**src/rtl/core/lpbe_pkg.sv**
```systemverilog
// Shared types and constants for the LED PWM / blink / breath engine.
// No dependencies; compile first.
`timescale 1ns / 1ps
`default_nettype none

package lpbe_pkg;

    // channel count, 1 to 4 (the item channel field is two bits)
    localparam int NUM_CHANNELS = 4;
    localparam int CH_W         = (NUM_CHANNELS > 1) ? $clog2(NUM_CHANNELS) : 1;
    localparam int PIN_W        = 4;

    localparam logic [7:0] LEVELS_RESET = 8'd20;
    localparam logic [15:0] BRIGHT_RESET = 16'h0100;

    // breath increment divider: 24-bit dividend, 16-bit divisor
    localparam int DIVIDEND_W = 24;
    localparam int DIVISOR_W  = 16;
    localparam int DIV_CNT_W  = $clog2(DIVIDEND_W);

    typedef enum logic [2:0] {
        OP_TICK   = 3'd0,
        OP_FLASH  = 3'd1,
        OP_BREATH = 3'd2,
        OP_CLEAR  = 3'd3,
        OP_SET    = 3'd4
    } t_opcode;

    typedef enum logic [1:0] {
        S_IDLE,
        S_DECODE,
        S_DIV,
        S_COMMIT
    } t_state;

    typedef struct packed {
        logic [2:0]  opcode;
        logic [1:0]  channel;
        logic [7:0]  step_ms;
        logic [7:0]  level;
        logic [7:0]  blinks_per_group;
        logic [15:0] on_time;
        logic [15:0] off_time;
        logic [15:0] gap_time;
        logic [15:0] half_period;
    } t_item;

    // controller -> datapath
    typedef struct packed {
        logic load;
        logic div_start;
        logic commit;
    } t_cmd;

    // datapath -> controller
    typedef struct packed {
        logic is_breath;
        logic div_done;
    } t_status;

endpackage

`default_nettype wire

```
**src/rtl/core/lpbe_if.sv**
```systemverilog
// Valid/ready channel interfaces for input items and result items.
// No dependencies.
`timescale 1ns / 1ps
`default_nettype none

interface lpbe_in_if;
    logic        valid;
    logic        ready;
    logic [2:0]  opcode;
    logic [1:0]  channel;
    logic [7:0]  step_ms;
    logic [7:0]  level;
    logic [7:0]  blinks_per_group;
    logic [15:0] on_time;
    logic [15:0] off_time;
    logic [15:0] gap_time;
    logic [15:0] half_period;

    modport source (
        output valid, opcode, channel, step_ms, level, blinks_per_group,
               on_time, off_time, gap_time, half_period,
        input  ready
    );
    modport sink (
        input  valid, opcode, channel, step_ms, level, blinks_per_group,
               on_time, off_time, gap_time, half_period,
        output ready
    );
endinterface

interface lpbe_out_if;
    logic       valid;
    logic       ready;
    logic [3:0] pin_levels;
    logic       cycle_done;

    modport source (output valid, pin_levels, cycle_done, input ready);
    modport sink   (input valid, pin_levels, cycle_done, output ready);
endinterface

`default_nettype wire

```
**src/rtl/core/lpbe_div.sv**
```systemverilog
// Restoring divider, one quotient bit per cycle.
// Depends on lpbe_pkg.
`timescale 1ns / 1ps
`default_nettype none

module lpbe_div (
    input  wire logic                            i_clk,
    input  wire logic                            i_rst_n,
    input  wire logic                            i_start,
    input  wire logic [lpbe_pkg::DIVIDEND_W-1:0] i_dividend,
    input  wire logic [lpbe_pkg::DIVISOR_W-1:0]  i_divisor,
    output logic      [lpbe_pkg::DIVIDEND_W-1:0] o_quotient,
    output logic                                 o_done
);
    import lpbe_pkg::*;

    logic                  r_busy, n_busy;
    logic                  r_done, n_done;
    logic [DIV_CNT_W-1:0]  r_cnt, n_cnt;
    logic [DIVISOR_W-1:0]  r_rem, n_rem;
    logic [DIVIDEND_W-1:0] r_quo, n_quo;
    logic [DIVISOR_W-1:0]  r_dsr, n_dsr;
    logic [DIVISOR_W:0]    w_trial;

    always_comb begin
        n_busy  = r_busy;
        n_done  = 1'b0;
        n_cnt   = r_cnt;
        n_rem   = r_rem;
        n_quo   = r_quo;
        n_dsr   = r_dsr;
        w_trial = {r_rem, r_quo[DIVIDEND_W-1]};
        if (i_start) begin
            n_busy = 1'b1;
            n_cnt  = '0;
            n_rem  = '0;
            n_quo  = i_dividend;
            n_dsr  = i_divisor;
        end else if (r_busy) begin
            if (w_trial >= {1'b0, r_dsr}) begin
                n_rem = DIVISOR_W'(w_trial - {1'b0, r_dsr});
                n_quo = {r_quo[DIVIDEND_W-2:0], 1'b1};
            end else begin
                n_rem = w_trial[DIVISOR_W-1:0];
                n_quo = {r_quo[DIVIDEND_W-2:0], 1'b0};
            end
            n_cnt = r_cnt + 1'b1;
            if (r_cnt == DIV_CNT_W'(DIVIDEND_W - 1)) begin
                n_busy = 1'b0;
                n_done = 1'b1;
            end
        end
    end

    always_ff @(posedge i_clk) begin
        if (!i_rst_n) begin
            r_busy <= 1'b0;
            r_done <= 1'b0;
            r_cnt  <= '0;
        end else begin
            r_busy <= n_busy;
            r_done <= n_done;
            r_cnt  <= n_cnt;
        end
        r_rem <= n_rem;
        r_quo <= n_quo;
        r_dsr <= n_dsr;
    end

    assign o_quotient = r_quo;
    assign o_done     = r_done;

endmodule

`default_nettype wire

```
**src/rtl/core/lpbe_dp.sv**
```systemverilog
// Datapath: item latch, levels register, per-channel state, result register.
// Depends on lpbe_pkg and lpbe_div.
`timescale 1ns / 1ps
`default_nettype none

module lpbe_dp (
    input  wire logic                            i_clk,
    input  wire logic                            i_rst_n,
    input  wire logic                            i_cfg_we,
    input  wire logic [7:0]                      i_cfg_wdata,
    input  wire lpbe_pkg::t_item                 i_item,
    input  wire lpbe_pkg::t_cmd                  i_cmd,
    output lpbe_pkg::t_status                    o_status,
    output logic      [lpbe_pkg::PIN_W-1:0]      o_pin_levels,
    output logic                                 o_cycle_done
);
    import lpbe_pkg::*;

    t_item                 r_item;
    logic [7:0]            r_levels;
    logic [7:0]            r_pwm_cnt   [NUM_CHANNELS];
    logic [15:0]           r_bright    [NUM_CHANNELS];
    logic                  r_ramp_down [NUM_CHANNELS];
    logic [15:0]           r_elapsed   [NUM_CHANNELS];
    logic [7:0]            r_blinks    [NUM_CHANNELS];
    logic [7:0]            n_pwm_cnt   [NUM_CHANNELS];
    logic [15:0]           n_bright    [NUM_CHANNELS];
    logic                  n_ramp_down [NUM_CHANNELS];
    logic [15:0]           n_elapsed   [NUM_CHANNELS];
    logic [7:0]            n_blinks    [NUM_CHANNELS];
    logic [PIN_W-1:0]      r_pins, n_pins;
    logic                  r_done, n_done;

    logic                  w_ch_ok;
    logic [CH_W-1:0]       w_ch;
    logic [15:0]           w_product;
    logic [DIVIDEND_W-1:0] w_dividend;
    logic [DIVISOR_W-1:0]  w_divisor;
    logic [DIVIDEND_W-1:0] w_quotient;
    logic                  w_div_done;
    logic [15:0]           w_delta;

    assign w_ch_ok    = int'(r_item.channel) < NUM_CHANNELS;
    assign w_ch       = CH_W'(r_item.channel);
    assign w_product  = 16'(r_levels) * 16'(r_item.step_ms);
    assign w_dividend = {w_product, 8'h00};
    assign w_divisor  = (r_item.half_period == '0) ? DIVISOR_W'(1) : r_item.half_period;
    assign w_delta    = (w_quotient > DIVIDEND_W'(16'hFFFF)) ? 16'hFFFF
                                                              : w_quotient[15:0];

    lpbe_div u_div (
        .i_clk      (i_clk),
        .i_rst_n    (i_rst_n),
        .i_start    (i_cmd.div_start),
        .i_dividend (w_dividend),
        .i_divisor  (w_divisor),
        .o_quotient (w_quotient),
        .o_done     (w_div_done)
    );

    assign o_status.is_breath = (r_item.opcode == OP_BREATH) && w_ch_ok;
    assign o_status.div_done  = w_div_done;

    always_comb begin
        logic [8:0]  v_next;
        logic [16:0] v_ms;
        logic [16:0] v_on_off;
        logic [16:0] v_b;
        logic [15:0] v_top;

        for (int c = 0; c < NUM_CHANNELS; c++) begin
            n_pwm_cnt[c]   = r_pwm_cnt[c];
            n_bright[c]    = r_bright[c];
            n_ramp_down[c] = r_ramp_down[c];
            n_elapsed[c]   = r_elapsed[c];
            n_blinks[c]    = r_blinks[c];
        end
        n_pins   = '0;
        n_done   = 1'b0;
        v_next   = '0;
        v_ms     = {1'b0, r_elapsed[w_ch]};
        v_on_off = {1'b0, r_item.on_time} + {1'b0, r_item.off_time};
        v_b      = {1'b0, r_bright[w_ch]};
        v_top    = {r_levels, 8'h00};

        case (r_item.opcode)
            OP_TICK: begin
                for (int c = 0; c < NUM_CHANNELS; c++) begin
                    if (c < PIN_W) begin
                        n_pins[c % PIN_W] = r_pwm_cnt[c] < r_bright[c][15:8];
                    end
                    v_next = {1'b0, r_pwm_cnt[c]} + 9'd1;
                    n_pwm_cnt[c] = (v_next > {1'b0, r_levels}) ? 8'd0 : v_next[7:0];
                end
            end
            OP_FLASH: begin
                if (w_ch_ok) begin
                    if (r_blinks[w_ch] < r_item.blinks_per_group) begin
                        if (v_ms < {1'b0, r_item.on_time}) begin
                            n_bright[w_ch] = {r_item.level, 8'h00};
                        end else if (v_ms < v_on_off) begin
                            n_bright[w_ch] = '0;
                        end
                        if (v_ms >= v_on_off) begin
                            n_blinks[w_ch] = r_blinks[w_ch] + 8'd1;
                            v_ms = '0;
                        end
                    end else begin
                        if (v_ms < {1'b0, r_item.gap_time}) begin
                            n_bright[w_ch] = '0;
                        end else begin
                            n_blinks[w_ch] = '0;
                            v_ms   = '0;
                            n_done = 1'b1;
                        end
                    end
                    v_ms = v_ms + {9'd0, r_item.step_ms};
                    n_elapsed[w_ch] = v_ms[16] ? 16'hFFFF : v_ms[15:0];
                end
            end
            OP_BREATH: begin
                if (w_ch_ok) begin
                    if (!r_ramp_down[w_ch]) begin
                        v_b = v_b + {1'b0, w_delta};
                        if (v_b > {1'b0, v_top}) begin
                            v_b = {1'b0, v_top};
                            n_ramp_down[w_ch] = 1'b1;
                        end
                        n_bright[w_ch] = v_b[15:0];
                    end else if ({1'b0, w_delta} >= v_b) begin
                        n_bright[w_ch]    = '0;
                        n_ramp_down[w_ch] = 1'b0;
                        n_done            = 1'b1;
                    end else begin
                        n_bright[w_ch] = r_bright[w_ch] - w_delta;
                    end
                end
            end
            OP_CLEAR: begin
                for (int c = 0; c < NUM_CHANNELS; c++) begin
                    n_bright[c]  = '0;
                    n_elapsed[c] = '0;
                    n_blinks[c]  = '0;
                end
            end
            OP_SET: begin
                if (w_ch_ok) begin
                    n_bright[w_ch] = {r_item.level, 8'h00};
                end
            end
            default: begin
                // unused opcodes: no state change, zero result
            end
        endcase
    end

    always_ff @(posedge i_clk) begin
        if (!i_rst_n) begin
            r_levels <= LEVELS_RESET;
            for (int c = 0; c < NUM_CHANNELS; c++) begin
                r_pwm_cnt[c]   <= '0;
                r_bright[c]    <= BRIGHT_RESET;
                r_ramp_down[c] <= 1'b0;
                r_elapsed[c]   <= '0;
                r_blinks[c]    <= '0;
            end
        end else begin
            if (i_cfg_we) begin
                r_levels <= i_cfg_wdata;
            end
            if (i_cmd.commit) begin
                for (int c = 0; c < NUM_CHANNELS; c++) begin
                    r_pwm_cnt[c]   <= n_pwm_cnt[c];
                    r_bright[c]    <= n_bright[c];
                    r_ramp_down[c] <= n_ramp_down[c];
                    r_elapsed[c]   <= n_elapsed[c];
                    r_blinks[c]    <= n_blinks[c];
                end
            end
        end
        if (i_cmd.load) begin
            r_item <= i_item;
        end
        if (i_cmd.commit) begin
            r_pins <= n_pins;
            r_done <= n_done;
        end
    end

    assign o_pin_levels = r_pins;
    assign o_cycle_done = r_done;

endmodule

`default_nettype wire

```
**src/rtl/core/lpbe_ctrl.sv**
```systemverilog
// Controller: sequences one item through decode, divide (breath only) and commit,
// and owns the input ready and result valid. Depends on lpbe_pkg.
`timescale 1ns / 1ps
`default_nettype none

module lpbe_ctrl (
    input  wire logic              i_clk,
    input  wire logic              i_rst_n,
    input  wire logic              i_in_valid,
    input  wire logic              i_out_ready,
    input  wire lpbe_pkg::t_status i_status,
    output logic                   o_in_ready,
    output logic                   o_out_valid,
    output lpbe_pkg::t_cmd         o_cmd
);
    import lpbe_pkg::*;

    t_state r_state, n_state;
    logic   r_out_valid, n_out_valid;
    logic   w_out_free;

    // result slot is free if empty or being drained this cycle
    assign w_out_free = !r_out_valid || i_out_ready;

    always_comb begin
        n_state = r_state;
        case (r_state)
            S_IDLE: begin
                if (i_in_valid) begin
                    n_state = S_DECODE;
                end
            end
            S_DECODE: begin
                n_state = i_status.is_breath ? S_DIV : S_COMMIT;
            end
            S_DIV: begin
                if (i_status.div_done) begin
                    n_state = S_COMMIT;
                end
            end
            S_COMMIT: begin
                if (w_out_free) begin
                    n_state = S_IDLE;
                end
            end
            default: n_state = S_IDLE;
        endcase
    end

    always_comb begin
        o_in_ready      = 1'b0;
        o_cmd.load      = 1'b0;
        o_cmd.div_start = 1'b0;
        o_cmd.commit    = 1'b0;
        case (r_state)
            S_IDLE: begin
                o_in_ready = 1'b1;
                o_cmd.load = i_in_valid;
            end
            S_DECODE: begin
                o_cmd.div_start = i_status.is_breath;
            end
            S_DIV: begin
            end
            S_COMMIT: begin
                o_cmd.commit = w_out_free;
            end
            default: begin
            end
        endcase
    end

    always_comb begin
        n_out_valid = r_out_valid;
        if (o_cmd.commit) begin
            n_out_valid = 1'b1;
        end else if (i_out_ready) begin
            n_out_valid = 1'b0;
        end
    end

    always_ff @(posedge i_clk) begin
        if (!i_rst_n) begin
            r_state     <= S_IDLE;
            r_out_valid <= 1'b0;
        end else begin
            r_state     <= n_state;
            r_out_valid <= n_out_valid;
        end
    end

    assign o_out_valid = r_out_valid;

endmodule

`default_nettype wire

```
**src/rtl/core/led_pwm_blink_breath_engine_top.sv**
```systemverilog
// PWM tick, flash, clear, set level: IDLE accepts, then DECODE, then COMMIT loads
//   the result once the slot is free; the next item is accepted back in IDLE.
// Breath step: DIV runs between DECODE and COMMIT, a one-bit-per-cycle restoring
//   divide by half_period, which makes it the slowest item.
// A result waiting in the output register does not block the next accept.
// Synchronous active-low reset: levels 20, brightness 1.0, other channel state zero.
`timescale 1ns / 1ps
`default_nettype none

// Top level of the four-channel LED engine.
// Depends on lpbe_pkg, lpbe_if, lpbe_ctrl, lpbe_dp (and lpbe_div below it).
module led_pwm_blink_breath_engine_top (
    input  wire logic       i_clk,
    input  wire logic       i_rst_n,
    input  wire logic       i_cfg_we,
    input  wire logic [7:0] i_cfg_wdata,
    lpbe_in_if.sink         i_in,
    lpbe_out_if.source      o_out
);
    import lpbe_pkg::*;

    t_item   w_item;
    t_cmd    w_cmd;
    t_status w_status;
    logic    w_in_ready;
    logic    w_out_valid;

    // pack the incoming item for the latch in the datapath
    assign w_item.opcode           = i_in.opcode;
    assign w_item.channel          = i_in.channel;
    assign w_item.step_ms          = i_in.step_ms;
    assign w_item.level            = i_in.level;
    assign w_item.blinks_per_group = i_in.blinks_per_group;
    assign w_item.on_time          = i_in.on_time;
    assign w_item.off_time         = i_in.off_time;
    assign w_item.gap_time         = i_in.gap_time;
    assign w_item.half_period      = i_in.half_period;

    // sequencer: one item in flight, commit only when the result slot is free
    lpbe_ctrl u_ctrl (
        .i_clk       (i_clk),
        .i_rst_n     (i_rst_n),
        .i_in_valid  (i_in.valid),
        .i_out_ready (o_out.ready),
        .i_status    (w_status),
        .o_in_ready  (w_in_ready),
        .o_out_valid (w_out_valid),
        .o_cmd       (w_cmd)
    );

    // all channel state, the divider and the result register live here
    lpbe_dp u_dp (
        .i_clk        (i_clk),
        .i_rst_n      (i_rst_n),
        .i_cfg_we     (i_cfg_we),
        .i_cfg_wdata  (i_cfg_wdata),
        .i_item       (w_item),
        .i_cmd        (w_cmd),
        .o_status     (w_status),
        .o_pin_levels (o_out.pin_levels),
        .o_cycle_done (o_out.cycle_done)
    );

    assign i_in.ready  = w_in_ready;
    assign o_out.valid = w_out_valid;

endmodule

`default_nettype wire

```
**src/flat_wrapper.sv**
```systemverilog
// flat-port wrapper written by rule: the top's interface ports become plain ports
module led_pwm_blink_breath_engine_top_flat import lpbe_pkg::*;
  (i_clk, i_rst_n, i_cfg_we, i_cfg_wdata, i_in_valid, i_in_opcode, i_in_channel, i_in_step_ms, i_in_level, i_in_blinks_per_group, i_in_on_time, i_in_off_time, i_in_gap_time, i_in_half_period, i_in_ready, o_out_valid, o_out_pin_levels, o_out_cycle_done, o_out_ready);
  lpbe_in_if i_in_i ();
  lpbe_out_if o_out_i ();
  input  wire logic i_clk;
  input  wire logic i_rst_n;
  input  wire logic i_cfg_we;
  input  wire logic [7:0] i_cfg_wdata;
  input wire logic [$bits(i_in_i.valid)-1:0] i_in_valid;
  input wire logic [$bits(i_in_i.opcode)-1:0] i_in_opcode;
  input wire logic [$bits(i_in_i.channel)-1:0] i_in_channel;
  input wire logic [$bits(i_in_i.step_ms)-1:0] i_in_step_ms;
  input wire logic [$bits(i_in_i.level)-1:0] i_in_level;
  input wire logic [$bits(i_in_i.blinks_per_group)-1:0] i_in_blinks_per_group;
  input wire logic [$bits(i_in_i.on_time)-1:0] i_in_on_time;
  input wire logic [$bits(i_in_i.off_time)-1:0] i_in_off_time;
  input wire logic [$bits(i_in_i.gap_time)-1:0] i_in_gap_time;
  input wire logic [$bits(i_in_i.half_period)-1:0] i_in_half_period;
  output wire logic [$bits(i_in_i.ready)-1:0] i_in_ready;
  output wire logic [$bits(o_out_i.valid)-1:0] o_out_valid;
  output wire logic [$bits(o_out_i.pin_levels)-1:0] o_out_pin_levels;
  output wire logic [$bits(o_out_i.cycle_done)-1:0] o_out_cycle_done;
  input wire logic [$bits(o_out_i.ready)-1:0] o_out_ready;
  assign i_in_i.valid = i_in_valid;
  assign i_in_i.opcode = i_in_opcode;
  assign i_in_i.channel = i_in_channel;
  assign i_in_i.step_ms = i_in_step_ms;
  assign i_in_i.level = i_in_level;
  assign i_in_i.blinks_per_group = i_in_blinks_per_group;
  assign i_in_i.on_time = i_in_on_time;
  assign i_in_i.off_time = i_in_off_time;
  assign i_in_i.gap_time = i_in_gap_time;
  assign i_in_i.half_period = i_in_half_period;
  assign i_in_ready = i_in_i.ready;
  assign o_out_valid = o_out_i.valid;
  assign o_out_pin_levels = o_out_i.pin_levels;
  assign o_out_cycle_done = o_out_i.cycle_done;
  assign o_out_i.ready = o_out_ready;
  led_pwm_blink_breath_engine_top u_core (.i_clk(i_clk), .i_rst_n(i_rst_n), .i_cfg_we(i_cfg_we), .i_cfg_wdata(i_cfg_wdata), .i_in(i_in_i), .o_out(o_out_i));
endmodule
```
**config.mk**
```make
export PLATFORM = sky130hd
export DESIGN_NAME = led_pwm_blink_breath_engine_top_flat
export DESIGN_NICKNAME = d
export VERILOG_FILES = /design/src/rtl/core/lpbe_pkg.sv /design/src/rtl/core/lpbe_if.sv /design/src/rtl/core/lpbe_div.sv /design/src/rtl/core/lpbe_dp.sv /design/src/rtl/core/lpbe_ctrl.sv /design/src/rtl/core/led_pwm_blink_breath_engine_top.sv /design/src/flat_wrapper.sv
export SDC_FILE = /design/constraint.sdc
export NUM_CORES = 1
export LEC_CHECK = 0
export CAP_MARGIN = 15
export CORE_ASPECT_RATIO = 0.8
export CORE_MARGIN = 2
export CORE_UTILIZATION = 45
export DETAILED_ROUTE_END_ITERATION = 16
export DONT_BUFFER_PORTS = 1
export PLACE_DENSITY = 0.58
export REMOVE_ABC_BUFFERS = 1
export SYNTH_ARGS = -nofsm -noshare
export SYNTH_HDL_FRONTEND = slang
export SYNTH_SLANG_ARGS = --single-unit
```
**constraint.sdc**
```tcl
create_clock -name i_clk -period 18.3 [get_ports i_clk]
set_input_delay 3.66 -clock i_clk [delete_from_list [all_inputs] [get_ports i_clk]]
set_output_delay 3.66 -clock i_clk [all_outputs]
set_load 0.005 [all_outputs]
```
==> results.sh <==
export IMPL_outcome="finished clean"
export IMPL_synth_most_common_cell="edfxtp_1"
export IMPL_io_buffers=0
export IMPL_crit_family="compound AO/OA/AOI/OAI gates"
export IMPL_tritoncts="built"
export IMPL_yosys_top_cells_area="edfxtp_1 (38%), ha_1 (12%), a21oi_1 (4.1%)"
export IMPL_viasPerCell=6.00
export IMPL_fin_setup_tns_ns=0
export IMPL_vias=20100
export IMPL_pre_cts_ws_ns=10.26
export IMPL_maxCapViolCount=0
export IMPL_wl_per_cell_microns=21.7
export IMPL_p_total_mw=3.66
export IMPL_gr_total_overflow=0
export IMPL_syn_area_sq_um=25800
export IMPL_synth_common_cells="edfxtp_1 (326), nand2_1 (260), ha_1 (239)"
export IMPL_skew_ns=0.0286
export IMPL_place_area_sq_um=26500
export IMPL_critPathCaptureType="register"
export IMPL_route_detailed_drc=0
export IMPL_avgSynthCellArea_sq_um=9.91
export IMPL_first_iter_violations=1939
export IMPL_cp_required_ns=18.73
export IMPL_cts_root_buf="clkbuf_16"
export IMPL_fill_cells=5246
export IMPL_ant_nets=0
export IMPL_leakage_nw=11.1
export IMPL_stdcell_area_sq_um=28000
export IMPL_ys_warn_count=0
export IMPL_routabilityCongestion=0.955
export IMPL_synth_edf_count=326
export IMPL_grt_pass1_vias=19300
export IMPL_place_inst=3261
export IMPL_grt_max_degree=77
export IMPL_rsz0062_at_grt="false"
export IMPL_slew_viol_final=0
export IMPL_cts_buffers=43
export IMPL_htreeDepth=2
export IMPL_antennaDiodeCount=0
export IMPL_tightest_slew_ns=1.15
export IMPL_layout_cells_non_filler=3342
export IMPL_drive_gt1_share_pct=7.59
export IMPL_fin_crit_sh_pct=44.9
export IMPL_postCtsResizedCells=0
export IMPL_worstPathMaxFanout=15
export IMPL_detailed_place_hpwl_microns=51600
export IMPL_post_cts_buffers=0
export IMPL_path_class="register to register"
export IMPL_fmax_mhz=122
export IMPL_min_path_type="register to register"
export IMPL_synth_main_ff_cell="edfxtp_1"
export IMPL_drt_pass1_iterations=6
export IMPL_worstSkewPairLatency_ns=0.60
export IMPL_slowest_delay_ns=0.73
export IMPL_crit_buf_inv=1
export IMPL_die_y_microns=218
export IMPL_synth_cells=2607
export IMPL_core_sq_um=56700
export IMPL_setup_ws_ns=10.09
export IMPL_ir_drop_mv=0.106
export IMPL_fp_dieArea_sq_um=59400
export IMPL_clkSlewWorstSetupHoldPaths_ns=0.06
export IMPL_grt_total_usage_pct=24.3
export IMPL_ys_seq_area_share_pct=41.3
export IMPL_slowest_stage="a21oi_1"
export IMPL_row_count=78
export IMPL_synth_top_area_share_pct=37.9
export IMPL_clk_path_buf_depth=3
export IMPL_ctsHoldBuffers=0
export IMPL_fin_crit_ns=8.21
export IMPL_slew_headroom_pct=23.4
export IMPL_initial_core_util_pct=45.6
export IMPL_critPathArrivalTime_ns=8.64
export IMPL_ioPinCount=113
export IMPL_setup_viol=0
export IMPL_synth_distinct_cells=86
export IMPL_routed_wl_microns=72400
export IMPL_hold_viol=0
export IMPL_synth_top_area_cell="edfxtp_1"
export IMPL_startpoint_type="register"
export IMPL_async_reset_ff_share_pct=0
export IMPL_power_density_nw_per_um2=131
export IMPL_grt_pass1_wl_microns=113000
export IMPL_ys_ff_latch=370
export IMPL_dieWidth_microns=272
export IMPL_antenna_found_initial=1
export IMPL_numClockSinks=370
export IMPL_area_growth_pct=8.19
export IMPL_nNetsFinal=2933
[power breakdown]
group | internal (mW) | leakage, nW | switching, mW
registers | 1.06 | 3.60 | 0.0956
logic | 0.618 | 6.78 | 1.01
clock network | 0.504 | 0.674 | 0.376
[final cells by class]
class,count,area [sq um],share of cell area (%)
clock inverter,34,338,1.21
tap,760,951,3.40
sequential,370,10700,38.2
clock buffer,46,1090,3.89
inverter,203,764,2.73
timing repair buffer,28,214,0.765
multi-input combinational,1901,13900,49.8
[placed cells by master (no fill, tap or decap), drive strengths merged, types with 28 or more instances in the layout]
master	n
clkbuf	46
nand2b	28
nor2	163
nand2	260
a21oi	213
nor3	39
o21ai	172
nand4	29
inv	203
xnor2	63
nand3	107
and2	47
xor2	32
buf	28
mux2i	30
a211oi	30
a21o	44
fa	41
edfxtp	326
mux4	40
nor2b	30
o21a	37
dfxtp	44
ha	239
[registers in the layout (all words and copies together), names as in the netlist, 2 cells and up, named ones only]
name	flops
u_core.u_dp.r_item	91
u_core.u_dp.r_bright	64
u_core.u_dp.r_elapsed	64
u_core.u_dp.r_blinks	32
u_core.u_dp.r_pwm_cnt	32
u_core.u_dp.u_div.o_quotient	24
u_core.u_dp.u_div.r_dsr	16
u_core.u_dp.u_div.r_rem	16
u_core.u_dp.r_levels	8
u_core.u_dp.u_div.r_cnt	5
u_core.u_dp.o_pin_levels	4
u_core.u_dp.r_ramp_down	4
u_core.u_ctrl.r_state	2
u_core.u_dp.w_ch	2
[metrics by stage]
stage | hold slack [ns] | util, %
after floorplan | 0.426 | -
after global placement | 0.438 | 46.8
after detailed placement | 0.435 | 46.8
after CTS | 0.449 | 49.3
after global routing | 0.466 | 49.3
final | 0.446 | 49.3
[layer usage]
metal	part of all wire, %	track usage, %	up-vias
li1	-	-	9392
met1	46	35.9	9766
met3	7.8	3.93	133
met4	2.9	7.44	0
met5	0	0	-
met2	43	36.5	767
[logic make-up (layout without fill, tap and decap cells)]
kind of cell | count (synthesis) | in the layout | share of synthesized area (%)
AO/OA/AOI/OAI | 657 | 657 | 16.0
XOR/XNOR | 95 | 95 | 3.22
adder cells (fa/ha/maj) | 280 | 280 | 14.7
buffers and inverters | 336 | 311 | 5.06
flip-flops | 370 | 370 | 41.3
multiplexers | 80 | 80 | 5.13
AND/OR/NAND/NOR | 789 | 789 | 14.6
[worst reg2reg max path, delay by kind of cell (launching register included)]
kind	cells	cell delay (ns)
compound gates	14	3.71
buf+inv	1	0.06
flops	1	0.42
fa+ha+maj	3	1.04
simple gates	10	2.82
[worst paths after layout]
path,from,endpoint,slack [ns],cells after the start
hold reg to reg,u_core.u_dp.r_item[14],u_core.u_dp.u_div.r_dsr[14],0.45,0
setup / recovery,u_core.u_dp.r_item[33],u_core.u_dp.r_elapsed[2][1],10.09,28
hold / removal,u_core.u_dp.r_item[14],u_core.u_dp.u_div.r_dsr[14],0.45,0
setup reg to reg,u_core.u_dp.r_item[33],u_core.u_dp.r_elapsed[2][1],10.09,28
Power figures use the tool's default switching activity.
